[src/sv/vad_pkg.sv]
package vad_pkg;

	localparam int COMP_BITS = 16;
	// |a.b| and |a|^2 both stay below 2^(2*COMP_BITS)
	localparam int NORM_W = 2 * COMP_BITS;
	localparam int DOT_W = 2 * COMP_BITS + 1;
	localparam int SQ_W = 2 * COMP_BITS - 1;
	localparam int PROD_W = 2 * NORM_W;
	localparam int SCALE_W = 16;
	localparam int L_W = PROD_W + SCALE_W;
	localparam int Q_W = 7;
	localparam int M2_W = 16;
	localparam int THR_W = 21;
	localparam int SEARCH_STEPS = Q_W;
	localparam logic [SCALE_W-1:0] COS_SCALE_SQ = 16'd40000;
	localparam logic [Q_W-1:0] Q_MAX = 7'd100;
	localparam logic [7:0] RIGHT_ANGLE = 8'd90;

	typedef struct packed {
		logic signed [COMP_BITS-1:0] ax;
		logic signed [COMP_BITS-1:0] ay;
		logic signed [COMP_BITS-1:0] az;
		logic signed [COMP_BITS-1:0] bx;
		logic signed [COMP_BITS-1:0] by_comp;
		logic signed [COMP_BITS-1:0] bz;
	} src_t;

	typedef struct packed {
		logic [7:0] angle_deg;
		logic signed [7:0] cos_hundredths;
	} res_t;

	// one item inside the cosine search
	typedef struct packed {
		logic [L_W-1:0] lhs;
		logic [PROD_W-1:0] nprod;
		logic dneg;
		logic [Q_W-1:0] q;
	} srch_t;

	// sin((i + 0.5) deg) in millionths
	localparam logic [19:0] HALF_SINE [90] = '{
		20'd8727, 20'd26177, 20'd43619, 20'd61049, 20'd78459, 20'd95846, 20'd113203,
		20'd130526, 20'd147809, 20'd165048, 20'd182236, 20'd199368, 20'd216440,
		20'd233445, 20'd250380, 20'd267238, 20'd284015, 20'd300706, 20'd317305,
		20'd333807, 20'd350207, 20'd366501, 20'd382683, 20'd398749, 20'd414693,
		20'd430511, 20'd446198, 20'd461749, 20'd477159, 20'd492424, 20'd507538,
		20'd522499, 20'd537300, 20'd551937, 20'd566406, 20'd580703, 20'd594823,
		20'd608761, 20'd622515, 20'd636078, 20'd649448, 20'd662620, 20'd675590,
		20'd688355, 20'd700909, 20'd713250, 20'd725374, 20'd737277, 20'd748956,
		20'd760406, 20'd771625, 20'd782608, 20'd793353, 20'd803857, 20'd814116,
		20'd824126, 20'd833886, 20'd843391, 20'd852640, 20'd861629, 20'd870356,
		20'd878817, 20'd887011, 20'd894934, 20'd902585, 20'd909961, 20'd917060,
		20'd923880, 20'd930418, 20'd936672, 20'd942641, 20'd948324, 20'd953717,
		20'd958820, 20'd963630, 20'd968148, 20'd972370, 20'd976296, 20'd979925,
		20'd983255, 20'd986286, 20'd989016, 20'd991445, 20'd993572, 20'd995396,
		20'd996917, 20'd998135, 20'd999048, 20'd999657, 20'd999962
	};

	// degrees away from 90 for a cosine of q hundredths (128-entry table)
	function automatic logic [Q_W-1:0] sine_steps(input logic [Q_W-1:0] q);
		logic [THR_W-1:0] thr;
		logic [Q_W-1:0] s;
		thr = THR_W'(q) * THR_W'(10000);
		s = '0;
		for (int i = 0; i < 90; i++) begin
			if (THR_W'(HALF_SINE[i]) <= thr) begin
				s = s + 1'b1;
			end
		end
		return s;
	endfunction

	// (2c-1)^2, a 128-entry table
	function automatic logic [M2_W-1:0] odd_sq(input logic [Q_W-1:0] c);
		logic [M2_W-1:0] m;
		m = M2_W'({c, 1'b0}) - M2_W'(1);
		return M2_W'(m * m);
	endfunction

endpackage

[src/sv/vad_srch.sv]
module vad_srch #(
	parameter int BIT = 0
) (
	input  logic           clk,
	input  logic           arst_n,
	input  logic           en,
	input  logic           in_vld,
	input  vad_pkg::srch_t in_d,
	output logic           out_vld,
	output vad_pkg::srch_t out_d
);
	import vad_pkg::*;

	logic [Q_W-1:0] cand;
	logic [L_W-1:0] rhs;
	logic take;
	logic vld_q;
	srch_t nxt;
	srch_t d_q;

	// one bit of the binary search: keep it if c <= Q_MAX, D != 0 and (200|D|)^2 >= Na*Nb*(2c-1)^2
	assign cand = in_d.q | Q_W'(1 << BIT);
	assign rhs = L_W'(in_d.nprod) * L_W'(odd_sq(cand));
	assign take = (cand <= Q_MAX) && (in_d.lhs != '0) && (in_d.lhs >= rhs);

	always_comb begin
		nxt = in_d;
		nxt.q = take ? cand : in_d.q;
	end

	always_ff @(posedge clk or negedge arst_n) begin
		if (!arst_n) begin
			vld_q <= 1'b0;
		end else if (en) begin
			vld_q <= in_vld;
		end
	end

	always_ff @(posedge clk) begin
		if (en) begin
			d_q <= nxt;
		end
	end

	assign out_vld = vld_q;
	assign out_d = d_q;

endmodule

[config.mk]
export PLATFORM = sky130hd
export DESIGN_NAME = vad_srch
export DESIGN_NICKNAME = d
export VERILOG_FILES = /design/src/sv/vad_pkg.sv /design/src/sv/vad_srch.sv
export SDC_FILE = /design/constraint.sdc
export NUM_CORES = 2
export LEC_CHECK = 0
export ABC_AREA = 1
export BUFFER_PORTS_ARGS = -buffer_cell sky130_fd_sc_hd__clkbuf_2
export CAP_MARGIN = 40
export CORE_ASPECT_RATIO = 0.5
export CORE_MARGIN = 2
export CORE_UTILIZATION = 45
export DETAILED_ROUTE_END_ITERATION = 10
export PLACE_DENSITY = 0.69
export SKIP_LAST_GASP = 1
export SYNTH_ARGS = -nofsm -noshare
export SYNTH_HDL_FRONTEND = slang
export SYNTH_SLANG_ARGS = --single-unit
export TNS_END_PERCENT = 1
[constraint.sdc]
create_clock -name clk -period 1.13 [get_ports clk]
set_input_delay 0.1695 -clock clk [delete_from_list [all_inputs] [get_ports clk]]
set_output_delay 0.1695 -clock clk [all_outputs]
set_load 0.03 [all_outputs]
==> impl_metrics.csv <==
group,metric,value,unit
floorplan,dieWidth,413,microns
timing,period_share,8.48,
yosys,synth-compound-area-share,0.0363,
clock_tree,numCtsBuffers,17,
layout,utilization,0.606,
clock_tree,clock_path_buffers,2,
min_path,holdPathEnd,"out_d[23]",
layout,area_delta_synth_final,32.4,%
layout,drive_above_1_share,0.257,
global_routing,grt_use_total,0.309,
layout,nets,6903,
timing,finalHoldViolations,0,
placed_design,portBuffers,308,
timing,relSlewSlack,0.659,
timing,slew_violations,0,
yosys,syn_area_per_cell,8.20,sq um
yosys,syn_inst,4590,
timing,setup_ws,-8450,ps
timing,worst_clock_skew,0,ps
yosys,ys_ff_latch,153,
detailed_routing,routed_wl,130000,microns
yosys,synthXorXnorAreaFrac,0.0119,
placed_design,place_inst,6615,
yosys,synth_warnings,0,
worst_setup_path,arrival,9870,ps
clock_tree,clock_sinks,153,
yosys,synth.mux.area_fraction,0.000299,
timing,min_period,9580,ps
yosys,synth_area,37600,sq um
detailed_routing,viasPerCell,5.06,
global_routing,antenna_found_initial,5,
floorplan,fp.dieArea,86100,sq um
global_routing,overflow,0,
min_path,hold_path.class,"in2reg",
yosys,synthAdderAreaFrac,0.506,
yosys,synth.net_count,5815,
detailed_routing,drtAntennaViolNets,0,
layout,fillers,7094,
worst_setup_path,worst-path-max-fanout,7,
floorplan,initial_core_util,0.458,
yosys,synth-edff-count,152,
yosys,seq_area_frac_synth,0.122,
yosys,ys_async_sr_fraction,0.00654,
worst_setup_path,worstReg2RegEnd,"out_vld",
run_status,outcome,"finished, violations left",
worst_setup_path,setup.worst_path.class,"in2reg",
floorplan,coreArea,82200,sq um
yosys,synth_cell_types,46,
detailed_routing,wire_per_inst,19.1,microns
worst_setup_path,start_kind,"primary input",
layout,final_cells,6794,
timing,fmax,104,MHz
timing,final.setup.tns,-30190,ps
worst_setup_path,crit-reg2reg-launch,"out_vld",
clock_tree,cts_tree,"done",
detailed_routing,initialDrtViolationCount,2764,
placed_design,hpwl,108000,microns
worst_setup_path,r2r_cells,1,
timing,finalSetupViolCount,154,
worst_setup_path,slowest_delay,530,ps
detailed_routing,drc,0,
clock_tree,clk_latency,540,ps
global_routing,grt_pass1_vias,35700,
yosys,synthFlopType,"edfxtp_1",
min_path,min_path_cells,2,
flow_run,cap_viol_max_count,0,
timing,rsz0062_at_grt,"yes",
worst_setup_path,path_common_cell,"fa_1",
yosys,synthSimpleGateAreaFrac,0.191,
clock_tree,htreeDepth,4,
timing,worst_pin_slew,509,ps
clock_tree,cts-root-buf,"clkbuf_16",
floorplan,row_count,74,
global_routing,grt_pass1_wl,202000,microns
yosys,synth_top_family_by_area,"adder cells",
floorplan,ios,309,
worst_setup_path,critPathSlowestCell,"fa_1",
detailed_routing,vias,34300,
global_routing,grt_max_degree,43,
min_path,hp-start,"in_d[23]",
detailed_routing,dr.pass1.iters,6,
placed_design,dp_slack,-9440,ps
worst_setup_path,rrSetupSlack,360,ps
worst_setup_path,required,1420,ps
run_status,violations,"negative setup slack",
placed_design,gp_congestion,0.975,
clock_tree,clkTransAtPathRegs,100,ps
floorplan,die_h,208,microns
worst_setup_path,critical_path.endpoint_type,"register",
-- state kept, by name (all words and copies together) (netlist names) --
register	cells
out_d	152
out_vld	1
-- cells by family (layout without fill, tap and decap cells) --
| family | count (synthesis) | in the layout |
|---|---|---|
| and+or+nand+nor | 1781 | 1781 |
| buffers and inverters | 1284 | 2385 |
| adders and majority gates | 1069 | 1069 |
| AOI/OAI and AO/OA | 251 | 251 |
| DFF | 153 | 153 |
| xor gates and xnor gates | 51 | 51 |
| muxes | 1 | 1 |
| other | 0 | 1 |
-- layout make-up --
| cell class | count | area (sq um) | area share |
|---|---|---|---|
| well taps | 1102 | 1380 | 0.0277 |
| clock inverters | 15 | 214 | 0.00430 |
| flip-flops and latches | 153 | 4590 | 0.0921 |
| inverters | 1162 | 4380 | 0.0879 |
| diodes | 1 | 2.50 | 0.0000502 |
| multi-input cells | 3153 | 29700 | 0.596 |
| clock buffers | 17 | 425 | 0.00854 |
| repair buffers | 1191 | 9160 | 0.184 |
-- cell usage in the layout (no fill, tap or decap), types with 5 or more instances in the layout --
| cell type | count |
|---|---|
| xor2_1 | 13 |
| or2_2 | 6 |
| clkbuf_16 | 17 |
| xnor2_1 | 28 |
| buf_4 | 721 |
| nand2_1 | 951 |
| nand3_2 | 9 |
| inv_1 | 1135 |
| o21ai_2 | 5 |
| clkinv_8 | 8 |
| nor4_1 | 18 |
| buf_16 | 5 |
| buf_12 | 45 |
| nand2_2 | 62 |
| clkbuf_2 | 307 |
| buf_6 | 5 |
| dlygate4sd3_1 | 105 |
| nor2_1 | 501 |
| ha_1 | 262 |
| a21oi_2 | 52 |
| xnor2_2 | 5 |
| o21bai_1 | 16 |
| ha_2 | 6 |
| o21ai_0 | 32 |
| inv_2 | 22 |
| nor2_4 | 35 |
| edfxtp_1 | 152 |
| ha_4 | 45 |
| nand3b_1 | 20 |
| a21oi_1 | 89 |
| fa_2 | 6 |
| fa_1 | 750 |
| o21ai_1 | 28 |
| nand4_1 | 8 |
| nor2_2 | 52 |
| nor3_1 | 9 |
| nand3_1 | 78 |
| o21a_1 | 11 |
| nand2_4 | 11 |
-- Yosys cell counts (22+ instances only) --
library cell | count | area (sq um)
nand3_1 | 89 | 445
buf_2 | 22 | 110
ha_1 | 313 | 3920
nand2_1 | 1021 | 3830
edfxtp_1 | 152 | 4560
inv_1 | 1148 | 4310
nor2_1 | 567 | 2130
o21ai_0 | 61 | 305
xnor2_1 | 35 | 307
buf_1 | 22 | 82.6
fa_1 | 756 | 15100
clkbuf_1 | 60 | 225
a21oi_1 | 141 | 706
-- worst max-delay path: cells and delay by family --
kind / cells / cell delay, ps
AOI/OAI and AO/OA: 7 / 1040
adders and majority gates: 14 / 5490
xor gates and xnor gates: 1 / 140
and+or+nand+nor: 16 / 1580
buffers and inverters: 14 / 1420
-- per-layer routing --
layer,share of wire,vias up,track usage
li1,-,15700,-
met1,0.42,17000,0.429
met2,0.47,1458,0.492
met3,0.085,242,0.0588
met4,0.031,0,0.0934
met5,0,-,0
-- how the worst max path moves through the flow --
stage,start,endpoint,cells past startpoint
3_3_place_gp,in_d[3],out_d[0],53
2_1_floorplan,in_d[3],out_d[0],53
5_1_grt,in_d[3],out_d[0],53
4_1_cts,in_d[3],out_d[0],54
6_report,in_d[3],out_d[0],52
3_5_place_dp,in_d[3],out_d[0],53
-- repair_timing --
action	in CTS	in global routing
cloned	6	0
gates resized for setup	255	120
pin swaps	83	44
hold buffers	105	0
buffers inserted	28	7
endpoints found under the setup margin	154	154
hold endpoints to repair	109	0
-- per-stage QoR --
| stage | hold WS [ps] | area [sq um] |
|---|---|---|
| 2_1_floorplan | -126 | 37800 |
| 3_3_place_gp | -34.2 | 46100 |
| 3_5_place_dp | -35.9 | 46100 |
| 4_1_cts | 6.09 | 49300 |
| 5_1_grt | 20.3 | 49800 |
| 6_report | 24.3 | 49800 |
Power is not shown: default switching activity piles up to over one toggle a cycle in this logic, so the estimate is an artifact.
